--- src/rtl/core/sacs_pkg.sv ---
// ----------------------------------------------------------------------------
// sacs_pkg: shared types and constants of the two-register stack processor
// Memory geometry, item and instruction codes, result status codes, and the
// packed words that travel on the request, result and control interfaces.
// ----------------------------------------------------------------------------
package sacs_pkg;

   // Word memory; the size is a power of two so an address wraps by its low bits
   localparam int MEM_WORDS = 4096;
   localparam int MEM_AW    = $clog2(MEM_WORDS);

   localparam int WORD_W    = 32;
   localparam int ADDR_W    = 12;
   localparam int CODE_W    = 8;
   localparam int OPR_W     = 24;

   localparam logic [ADDR_W-1:0] STACK_TOP_RESET = ADDR_W'(4095);

   // Item kinds carried in the request opcode field
   typedef enum logic [1:0] {
      ITEM_WRITE = 2'd0,
      ITEM_READ  = 2'd1,
      ITEM_EXEC  = 2'd2,
      ITEM_START = 2'd3
   } sacs_item_type;

   // Result status codes
   localparam logic [1:0] ST_DONE    = 2'd0;
   localparam logic [1:0] ST_HALTED  = 2'd1;
   localparam logic [1:0] ST_INVALID = 2'd2;
   localparam logic [1:0] ST_IGNORED = 2'd3;

   // Instruction codes
   localparam logic [CODE_W-1:0] CODE_LDC    = 8'd0;
   localparam logic [CODE_W-1:0] CODE_ADC    = 8'd1;
   localparam logic [CODE_W-1:0] CODE_LDL    = 8'd2;
   localparam logic [CODE_W-1:0] CODE_STL    = 8'd3;
   localparam logic [CODE_W-1:0] CODE_LDNL   = 8'd4;
   localparam logic [CODE_W-1:0] CODE_STNL   = 8'd5;
   localparam logic [CODE_W-1:0] CODE_ADD    = 8'd6;
   localparam logic [CODE_W-1:0] CODE_SUB    = 8'd7;
   localparam logic [CODE_W-1:0] CODE_SHL    = 8'd8;
   localparam logic [CODE_W-1:0] CODE_SHR    = 8'd9;
   localparam logic [CODE_W-1:0] CODE_ADJ    = 8'd10;
   localparam logic [CODE_W-1:0] CODE_A2SP   = 8'd11;
   localparam logic [CODE_W-1:0] CODE_SP2A   = 8'd12;
   localparam logic [CODE_W-1:0] CODE_CALL   = 8'd13;
   localparam logic [CODE_W-1:0] CODE_RETURN = 8'd14;
   localparam logic [CODE_W-1:0] CODE_BRZ    = 8'd15;
   localparam logic [CODE_W-1:0] CODE_BRLZ   = 8'd16;
   localparam logic [CODE_W-1:0] CODE_BR     = 8'd17;
   localparam logic [CODE_W-1:0] CODE_HALT   = 8'd18;

   typedef struct packed {
      logic [1:0]               opcode;
      logic [ADDR_W-1:0]        address;
      logic signed [WORD_W-1:0] write_data;
   } sacs_req_type;

   typedef struct packed {
      logic [1:0]               status;
      logic signed [WORD_W-1:0] read_data;
      logic signed [WORD_W-1:0] program_counter;
      logic signed [WORD_W-1:0] stack_pointer;
      logic signed [WORD_W-1:0] reg_a;
      logic signed [WORD_W-1:0] reg_b;
      logic [CODE_W-1:0]        executed_code;
      logic signed [OPR_W-1:0]  executed_operand;
      logic [WORD_W-1:0]        instructions_done;
   } sacs_rsp_type;

   // Controller to datapath commands
   typedef struct packed {
      logic clear;
      logic issue;
      logic finish_item;
      logic decode;
      logic execute;
   } sacs_cmd_type;

   // Datapath to controller status
   typedef struct packed {
      logic clear_done;
      logic stopped;
   } sacs_stat_type;

   function automatic logic [MEM_AW-1:0] wrap_addr(input logic [WORD_W-1:0] addr);
      return addr[MEM_AW-1:0];
   endfunction

   function automatic logic [WORD_W-1:0] sext_opr(input logic [OPR_W-1:0] opr);
      return {{(WORD_W-OPR_W){opr[OPR_W-1]}}, opr};
   endfunction

endpackage

--- src/rtl/core/sacs_ctrl.sv ---
// ----------------------------------------------------------------------------
// sacs_ctrl: item sequencer
// Runs the memory clearing pass after reset, then steps each accepted item
// through its phases and issues the one-cycle result strobe.
// ----------------------------------------------------------------------------
module sacs_ctrl (
   input  logic                   clock,
   input  logic                   reset,
   input  logic                   start,
   input  logic [1:0]             req_opcode,
   input  sacs_pkg::sacs_stat_type stat,
   output sacs_pkg::sacs_cmd_type  cmd,
   output logic                   busy,
   output logic                   rsp_valid
);
   import sacs_pkg::*;

   typedef enum logic [2:0] {
      S_CLEAR,
      S_IDLE,
      S_ITEM,
      S_DECODE,
      S_EXECUTE
   } state_type;

   state_type state_ff;
   logic      rsp_valid_ff;

   assign busy      = (state_ff != S_IDLE);
   assign rsp_valid = rsp_valid_ff;

   always_comb begin
      cmd             = '0;
      cmd.clear       = (state_ff == S_CLEAR);
      cmd.issue       = (state_ff == S_IDLE) && start;
      cmd.finish_item = (state_ff == S_ITEM);
      cmd.decode      = (state_ff == S_DECODE);
      cmd.execute     = (state_ff == S_EXECUTE);
   end

   always_ff @(posedge clock) begin
      if (reset) begin
         state_ff     <= S_CLEAR;
         rsp_valid_ff <= 1'b0;
      end else begin
         rsp_valid_ff <= 1'b0;
         unique case (state_ff)
            S_CLEAR: begin
               if (stat.clear_done) begin
                  state_ff <= S_IDLE;
               end
            end
            S_IDLE: begin
               if (start) begin
                  // a step while stopped only reports; it skips decode and execute
                  if ((req_opcode == ITEM_EXEC) && !stat.stopped) begin
                     state_ff <= S_DECODE;
                  end else begin
                     state_ff <= S_ITEM;
                  end
               end
            end
            S_ITEM: begin
               state_ff     <= S_IDLE;
               rsp_valid_ff <= 1'b1;
            end
            S_DECODE: begin
               state_ff <= S_EXECUTE;
            end
            S_EXECUTE: begin
               state_ff     <= S_IDLE;
               rsp_valid_ff <= 1'b1;
            end
            default: begin
               state_ff <= S_IDLE;
            end
         endcase
      end
   end

endmodule

--- config.mk ---
export PLATFORM = sky130hd
export DESIGN_NAME = sacs_ctrl
export DESIGN_NICKNAME = d
export VERILOG_FILES = /design/src/rtl/core/sacs_pkg.sv /design/src/rtl/core/sacs_ctrl.sv
export SDC_FILE = /design/constraint.sdc
export NUM_CORES = 1
export LEC_CHECK = 0
export BUFFER_PORTS_ARGS = -buffer_cell sky130_fd_sc_hd__buf_2
export CAP_MARGIN = 20
export CELL_PAD_IN_SITES_DETAIL_PLACEMENT = 1
export CELL_PAD_IN_SITES_GLOBAL_PLACEMENT = 1
export CORE_AREA = 2 2 39 41
export CTS_CLUSTER_DIAMETER = 40
export DETAILED_ROUTE_END_ITERATION = 8
export DIE_AREA = 0 0 41 43
export PLACE_DENSITY_LB_ADDON = 0.1
export SYNTH_ARGS = -nofsm -noshare
export SYNTH_HDL_FRONTEND = slang
export SYNTH_SLANG_ARGS = --single-unit
--- constraint.sdc ---
create_clock -name clock -period 1.7 [get_ports clock]
set_input_delay 0.425 -clock clock [delete_from_list [all_inputs] [get_ports clock]]
set_output_delay 0.425 -clock clock [all_outputs]
set_load 0.02 [all_outputs]
==> impl_metrics.yaml, run 1 <==
status:
  status: "completed"
clock_network:
  clk_latency_ps: 230
  cts-root-buf: "clkbuf_4"
  cts_tree: "done"
  cts_sinks: 4
  clk_pin_slew_ps: 30
  numCtsBuffers: 3
  htreeDepth: 1
  ctsLongestPathBuffers: 2
  cts_setup_buffers: 0
min_path:
  hp-class: "in -> reg"
layout:
  final_cells: 50
  layout.nets: 43
  post-route-util_pct: 21.8
  fillers: 173
  antenna_cells: 0
  syn_to_final_growth_pct: 49.7
  drive_gt1_share_pct: 61.8
timing:
  rsz0062_at_grt: "yes"
  finalSetupViolations: 0
  drv_slew: 0
  min_period_over_period_pct: 95.4
  holdWs_ps: 388
  tightest_slew_ps: 251
  timing.final.crit_period_ps: 1620
  finalSetupTns_ps: 0
  finalClockSkew_ps: 3.03
  finalHoldViolCount: 0
  max-slew-margin-rel_pct: 83.1
  max_freq_mhz: 617
grt:
  grt_max_degree: 11
  grt_usage_pct: 7.82
  gr-total-overflow: 0
  grt_pass1_vias: 208
  grt_antenna_before_repair: 0
  grt_pass1_wl_um: 828
yosys:
  synth-simple-area-share_pct: 45.3
  synth.largest_area_cell: "dfxtp_1"
  synth_nets: 26
  ys_ff_latch: 4
  synth_top_cell_area_share_pct: 39.8
  synth_top_family_by_area: "simple AND/OR/NAND/NOR gates"
  async_flop_share_pct: 0
  synthAdderAreaFrac_pct: 0
  synth_xor_area_share_pct: 0
  synth-compound-area-share_pct: 9.32
  syn_avg_cell_area_um2: 10.6
  synth_edf_count: 0
  synth_cells: 19
  synth_mux_area_share_pct: 0
  yosysMostFrequentCell: "dfxtp_1"
  ys_seq_area_share_pct: 39.8
  synth.distinct_cells: 14
  ys_warn_count: 0
  syn_area_um2: 201
  yosys_most_used_dff: "dfxtp_1"
  synth.top_cells.by_count: "4 x dfxtp_1, 2 x nor2b_1, 2 x nor3b_1"
  yosys-top-cells-area: "dfxtp_1 40%, nor3b_1 7.5%, and4bb_1 6.2%"
routing:
  wire_per_inst_um: 10.4
  drtPass1Iterations: 2
  vias: 209
  first_iter_violations: 2
  viasPerCell: 4.18
  drc: 0
  final_antenna_net_count: 0
  wl_um: 520
floorplanning:
  pin_count: 14
  start_util_pct: 14.6
  rows: 14
  dieArea_um2: 1760
  die_w_um: 41
  die_h_um: 43
  core_area_um2: 1380
critical_path:
  worstPathArrival_ps: 1200
  path_delay_family: "flip-flops"
  cpPeakStageDelay_ps: 410
  crit_path_end_kind: "output pin"
  path_cells: "nor2b_2 -> and2_2 -> buf_2"
  critPathBufInv: 1
  crit_fanout: 6
  crit_slowest_cell: "dfxtp_1"
  path_class: "reg -> out"
  start_kind: "flip-flop"
  critPathRequiredTime_ps: 1270
power_and_ir_drop:
  power_w: 0.000262
  p_leak_nw: 0.145
  irDropWorstVdd_v: 0.000150
  cellPowerDensity_nw_per_um2: 870
placed_design:
  dp_cells: 47
  gp_congestion: 0.682
  port-buffer-count: 13
run:
  drv_cap: 0
==> cells in the final DEF (no fill, tap or decap), drive strengths merged <==
cell type  instances
nand2b             1
a311oi             1
dfxtp              4
nor2b              2
or4b               1
nor4               1
and3b              1
and2               1
and4bb             1
clkbuf             3
nor3               1
o21ba              1
buf               13
or2                1
nor3b              2
==> worst paths after layout <==
kind	startpoint	end	slack, ps	cells past startpoint
worst max-delay path	state_ff[0]$_SDFFE_PP0P_	cmd[1]	80	3
worst min register to register	state_ff[1]$_SDFFE_PP0P_	state_ff[2]$_SDFFE_PP0P_	610	1
worst max register to register	state_ff[1]$_SDFFE_PP0P_	state_ff[0]$_SDFFE_PP0P_	460	2
worst min-delay path	reset	state_ff[1]$_SDFFE_PP0P_	390	2
==> kinds of logic (layout without fill, tap and decap cells) <==
| family | count (synthesis) | after routing |
|---|---|---|
| AO/OA/AOI/OAI | 2 | 2 |
| AND/OR/NAND/NOR | 12 | 12 |
| buffers and inverters | 1 | 16 |
| flip-flops | 4 | 4 |
==> per-stage QoR <==
stage | cell area, um2 | setup slack, ps
3_5_place_dp | 275 | 257
6_report | 302 | 78.3
5_1_grt | 302 | -17.4
2_1_floorplan | 201 | 275
4_1_cts | 300 | 66.9
3_3_place_gp | 275 | 287
==> registers in the layout, indices dropped and copies added (netlist names) <==
signal     cells
rsp_valid      1
state_ff       3
==> timing repair <==
item                       in CTS  in global routing
resized for setup               1                  1
hold buffers                    0                  0
pin swaps                       0                  0
setup endpoints to repair       1                  3
==> per-layer routing <==
metal	track usage, %	wire length (um)
met1	7.35	209
met2	10.6	238
met3	3.14	57
met4	10.0	14
met5	0	0
==> power breakdown <==
group | total, W | internal [W] | leakage (nW) | switching (W)
clock network | 0.000114 | 0.0000787 | 0.0138 | 0.0000351
registers | 0.000105 | 0.0000987 | 0.0331 | 0.00000596
logic | 0.0000437 | 0.0000207 | 0.0985 | 0.0000230
total | 0.000262 | 0.000198 | 0.145 | 0.0000641
==> final cells by class <==
cell class | count | area [um2] | area share (%)
Sequential cell | 4 | 81.3 | 27.0
Multi-Input combinational cell | 14 | 113 | 37.3
Tap cell | 16 | 20.0 | 6.64
Clock buffer | 3 | 22.5 | 7.47
Timing Repair Buffer | 13 | 65.1 | 21.6
(Power assumes the default switching activity.)
==> run 2: changes to the inputs <==
Settings changed: CTS_BUF_LIST set to sky130_fd_sc_hd__clkbuf_16.
==> run 2 against run 1 <==
Net effect:
- final cell count unchanged
- sequential power about the same
- via count down 0.96%
- fmax about the same
- count of clock-buffer cells in the layout unchanged
- clock power rose to 3.1 times the previous value
- core utilization up 4.1 points
- setup slack about the same
- non-clock buffer count unchanged
- register-to-register slack worse by 30 ps
- first-iteration DRC count down 100%
- flip-flop and latch count unchanged
- highest routed layer is now met3
==> impl_metrics.yaml, run 2 (synthesized netlist as in run 1, its figures left out) <==
power_and_ir_drop:
  p_leak_nw: 0.171
  switching_share_pct: 17.5
  pwr-share-seq_pct: 20.6
  pwr-share-clk_pct: 70.7
  power_w: 0.000508
  irDropWorstVdd_v: 0.000281
  netSwitchingPower_w: 0.0000889
  cellPowerDensity_nw_per_um2: 1420
  p_int_w: 0.000419
  pwr-share-comb_pct: 8.7
status:
  status: "completed"
layout:
  final_area_um2: 358
  top_register: "state_ff"
  layout_commonest_cell: "buf_2"
  syn_to_final_growth_pct: 77.6
  layout.nets: 43
  antenna_cells: 0
  final_cell_mix: "13 x buf_2, 4 x dfxtp_1, 3 x clkbuf_16"
  drive_gt1_share_pct: 61.8
  fillers: 170
  largest_reg_flops: 3
critical_path:
  r2r_cells: 2
  worstPathArrival_ps: 1200
  start_kind: "flip-flop"
  critPathRequiredTime_ps: 1270
  crit-reg2reg-launch: "state_ff[1]$_SDFFE_PP0P_"
  path_class: "reg -> out"
  crit_fanout: 6
  crit_path_end_kind: "output pin"
  r2r_slack_ps: 430
  cp-startpoint: "state_ff[0]$_SDFFE_PP0P_"
floorplanning:
  pin_count: 14
  rows: 14
  start_util_pct: 14.6
  die_w_um: 41
  core_area_um2: 1380
  die_h_um: 43
  dieArea_um2: 1760
routing:
  drtPass1Iterations: 1
  final_antenna_net_count: 0
  vias: 207
  wl_um: 556
  viasPerCell: 4.14
  first_iter_violations: 0
  wire_per_inst_um: 11.1
  drc: 0
timing:
  finalHoldViolCount: 0
  max-slew-margin-rel_pct: 83.0
  tightest_slew_ps: 252
  final.setup.worst_slack_ps: 78.3
  finalSetupViolations: 0
  min_period_over_period_pct: 95.4
  finalClockSkew_ps: 1.43
  max_freq_mhz: 617
  drv_slew: 0
  timing.final.crit_period_ps: 1620
min_path:
  hp-class: "in -> reg"
  holdCritStartpoint: "reset"
  whs_path_depth: 2
grt:
  grtUsageMet3_pct: 4.71
  gr-total-overflow: 0
  gr-usage-met2_pct: 9.69
  grtUsageMet1_pct: 8.95
  globalRoute.busiestLayer: "met4"
  grt_max_degree: 11
  grt_usage_pct: 8.92
  grt_pass1_vias: 209
  grt_antenna_before_repair: 0
  grt_pass1_wl_um: 883
clock_network:
  ctsLongestPathBuffers: 2
  cts_tree: "done"
  clk_latency_ps: 220
  clk_pin_slew_ps: 30
  cts-root-buf: "clkbuf_16"
  numCtsBuffers: 3
  cts_setup_buffers: 0
  cts_sinks: 4
  cts_hold_buf: 0
  htreeDepth: 1
placed_design:
  place_area_um2: 275
  gp_congestion: 0.682
  place_ws_ps: 257
  port-buffer-count: 13
run:
  drv_cap: 0
==> run 2: cell types whose count changed in the layout (fill, tap and decap cells not counted) <==
cell	before	now
clkbuf_16	0	3
clkbuf_4	3	0
dfxtp_1	3	4
dfxtp_2	1	0
nor3b_1	2	1
nor3b_2	0	1
==> run 2: what timing repair did <==
| action | 4_1_cts | 5_1_grt |
|---|---|---|
| endpoints found under the setup margin | 0 | 2 |
| resized for setup | 0 | 2 |
| endpoints found under the hold margin | 0 | 0 |
==> run 2: per-layer routing <==
metal  vias up  part of all wire (%)
li1        102                     -
met1        96                    39
met2         9                    51
met3         0                   9.7
met4         0                     0
met5         -                     0
==> run 2: cell type report <==
class / instances / area, um2 / share of cell area [%]
repair buffers: 13 / 65.1 / 18.2
flip-flops and latches: 4 / 80.1 / 22.4
well taps: 16 / 20.0 / 5.59
clock buffers: 3 / 75.1 / 21.0
multi-input cells: 14 / 118 / 32.9
==> run 2: critical path, cell delays in order, from the launching register on <==
cell	delay, ps
dfxtp_1	420
nor2b_2	240
and2_2	160
buf_2	150
==> run 2: through the flow <==
step / utilization, % / TNS (ps) / cells / hold slack, ps
after CTS: 25.3 / 0 / 50 / 409
after floorplan: - / 0 / 19 / 497
after global routing: 25.9 / -27.0 / 50 / 434
final: 25.9 / 0 / 50 / 414
after detailed placement: 19.9 / 0 / 47 / 636
after global placement: 19.9 / 0 / 47 / 645
==> run 2: power groups by stage <==
stage | Clock, W | Sequential [W] | Combinational (W)
3_3_place_gp | 0 | 0.000106 | 0.0000433
6_report | 0.000359 | 0.000105 | 0.0000441
3_5_place_dp | 0 | 0.000106 | 0.0000438
2_1_floorplan | 0 | 0.000104 | 0.0000285
5_1_grt | 0.000377 | 0.000106 | 0.0000489
4_1_cts | 0.000368 | 0.000105 | 0.0000440
==> run 2: worst paths after layout <==
kind / to
max: cmd[1]
min: state_ff[1]$_SDFFE_PP0P_
max reg2reg: state_ff[0]$_SDFFE_PP0P_
min reg2reg: state_ff[2]$_SDFFE_PP0P_
==> run 3: changes to the inputs <==
Clock period 1.7 ns to 1.5 ns, I/O delays scaled along.
==> run 3 against run 2 <==
Net effect:
- register-to-register slack lost 160 ps
- flip-flop and latch count unchanged
- first-iteration DRC count is 1 higher
- hold slack worse by 69 ps
- via count fell by 2.9%
- final cell count stayed put
- power increased by 15%
- design area grew 4.5%
- die area unchanged
==> impl_metrics.yaml, run 3 (synthesized netlist as in run 1, its figures left out) <==
status:
  status: "completed"
timing:
  max_freq_mhz: 698
  min_period_over_period_pct: 95.6
  tightest_slew_ps: 237
  drv_slew: 0
  finalHoldViolCount: 0
  finalSetupViolations: 0
  finalClockSkew_ps: 1.32
  timing.final.crit_period_ps: 1430
  rsz0062_at_grt: "yes"
  final.setup.worst_slack_ps: 66.6
  finalSetupTns_ps: 0
  max-slew-margin-rel_pct: 84.0
clock_network:
  cts_hold_buf: 0
  clk_pin_slew_ps: 30
  ctsLongestPathBuffers: 2
  cts-root-buf: "clkbuf_16"
  cts_tree: "done"
  cts_sinks: 4
  numCtsBuffers: 3
  htreeDepth: 1
  cts_setup_buffers: 0
  clk_latency_ps: 220
floorplanning:
  rows: 14
  start_util_pct: 14.6
  dieArea_um2: 1760
  die_h_um: 43
  die_w_um: 41
  pin_count: 14
  core_area_um2: 1380
power_and_ir_drop:
  power_w: 0.000584
  irDropWorstVdd_v: 0.000362
  p_leak_nw: 0.179
  cellPowerDensity_nw_per_um2: 1560
critical_path:
  crit_fanout: 6
  path_cells: "nor2b_4 -> and2_2 -> buf_2"
  path_class: "reg -> out"
  worstPathArrival_ps: 1060
  critPathRequiredTime_ps: 1120
  start_kind: "flip-flop"
  cpPeakStageDelay_ps: 370
  crit_slowest_cell: "dfxtp_4"
  crit_path_end_kind: "output pin"
min_path:
  hp-class: "in -> reg"
grt:
  grt_antenna_before_repair: 0
  grt_pass1_wl_um: 834
  grt_max_degree: 11
  gr-total-overflow: 0
  grt_usage_pct: 8.43
  grt_pass1_vias: 191
placed_design:
  dp_cells: 47
  port-buffer-count: 13
  place_ws_ps: 138
  gp_congestion: 0.643
layout:
  drive_gt1_share_pct: 73.5
  layout_commonest_cell: "buf_2"
  final_cells: 50
  syn_to_final_growth_pct: 85.7
  final_cell_mix: "13 x buf_2, 3 x clkbuf_16, 2 x nor3b_2, 2 x dfxtp_2"
  antenna_cells: 0
  largest_reg_flops: 3
  top_register: "state_ff"
  layout.nets: 43
  post-route-util_pct: 27.0
  fillers: 172
routing:
  drtPass1Iterations: 3
  final_antenna_net_count: 0
  wl_um: 585
  wire_per_inst_um: 11.7
  vias: 201
  first_iter_violations: 1
  viasPerCell: 4.02
  drc: 0
run:
  drv_cap: 0
run 3: cell counts in the layout (fill, tap and decap cells not counted):
No cell type changed its count.
run 3: layout make-up:
cell class / count / area [um2] / share of cell area, %
Multi-Input combinational cell: 14 / 128 / 34.1
Sequential cell: 4 / 86.3 / 23.1
Clock buffer: 3 / 75.1 / 20.1
Timing Repair Buffer: 13 / 65.1 / 17.4
Tap cell: 16 / 20.0 / 5.35
run 3: where the power goes:
part           switching (W)  total (W)  internal [W]
logic              0.0000263  0.0000520     0.0000257
clock network      0.0000720   0.000412      0.000340
registers         0.00000799   0.000120      0.000112
run 3: layer usage:
layer | vias to the layer above | global-route usage (%) | wire length, um
met4 | 0 | 16.0 | 43
met3 | 4 | 2.09 | 51
met2 | 13 | 9.69 | 250
met5 | - | 0 | 0
met1 | 84 | 8.01 | 239
li1 | 100 | - | -
run 3: worst paths after layout:
check,startpoint,to,slack [ps],cells after the start
max,state_ff[0]$_SDFFE_PP0P_,cmd[1],70,3
min,reset,state_ff[1]$_SDFFE_PP0P_,340,2
max reg2reg,state_ff[1]$_SDFFE_PP0P_,state_ff[0]$_SDFFE_PP0P_,270,2
min reg2reg,state_ff[1]$_SDFFE_PP0P_,state_ff[2]$_SDFFE_PP0P_,610,1
run 3: what timing repair did:
action	4_1_cts	5_1_grt
pin swaps	0	0
setup endpoints to repair	3	2
resized for setup	7	1
run 3: through the flow:
stage	area (um2)	hold WS, ps
floorplan	201	447
global placement	275	594
detailed placement	275	585
CTS	372	347
global route	374	350
finish	374	345
run 3: critical path, delay by kind of cell, from the launching register on:
| family | cells | cell delay (ps) |
|---|---|---|
| buffers and inverters | 1 | 150 |
| flip-flops | 1 | 370 |
| AND/OR/NAND/NOR | 2 | 310 |
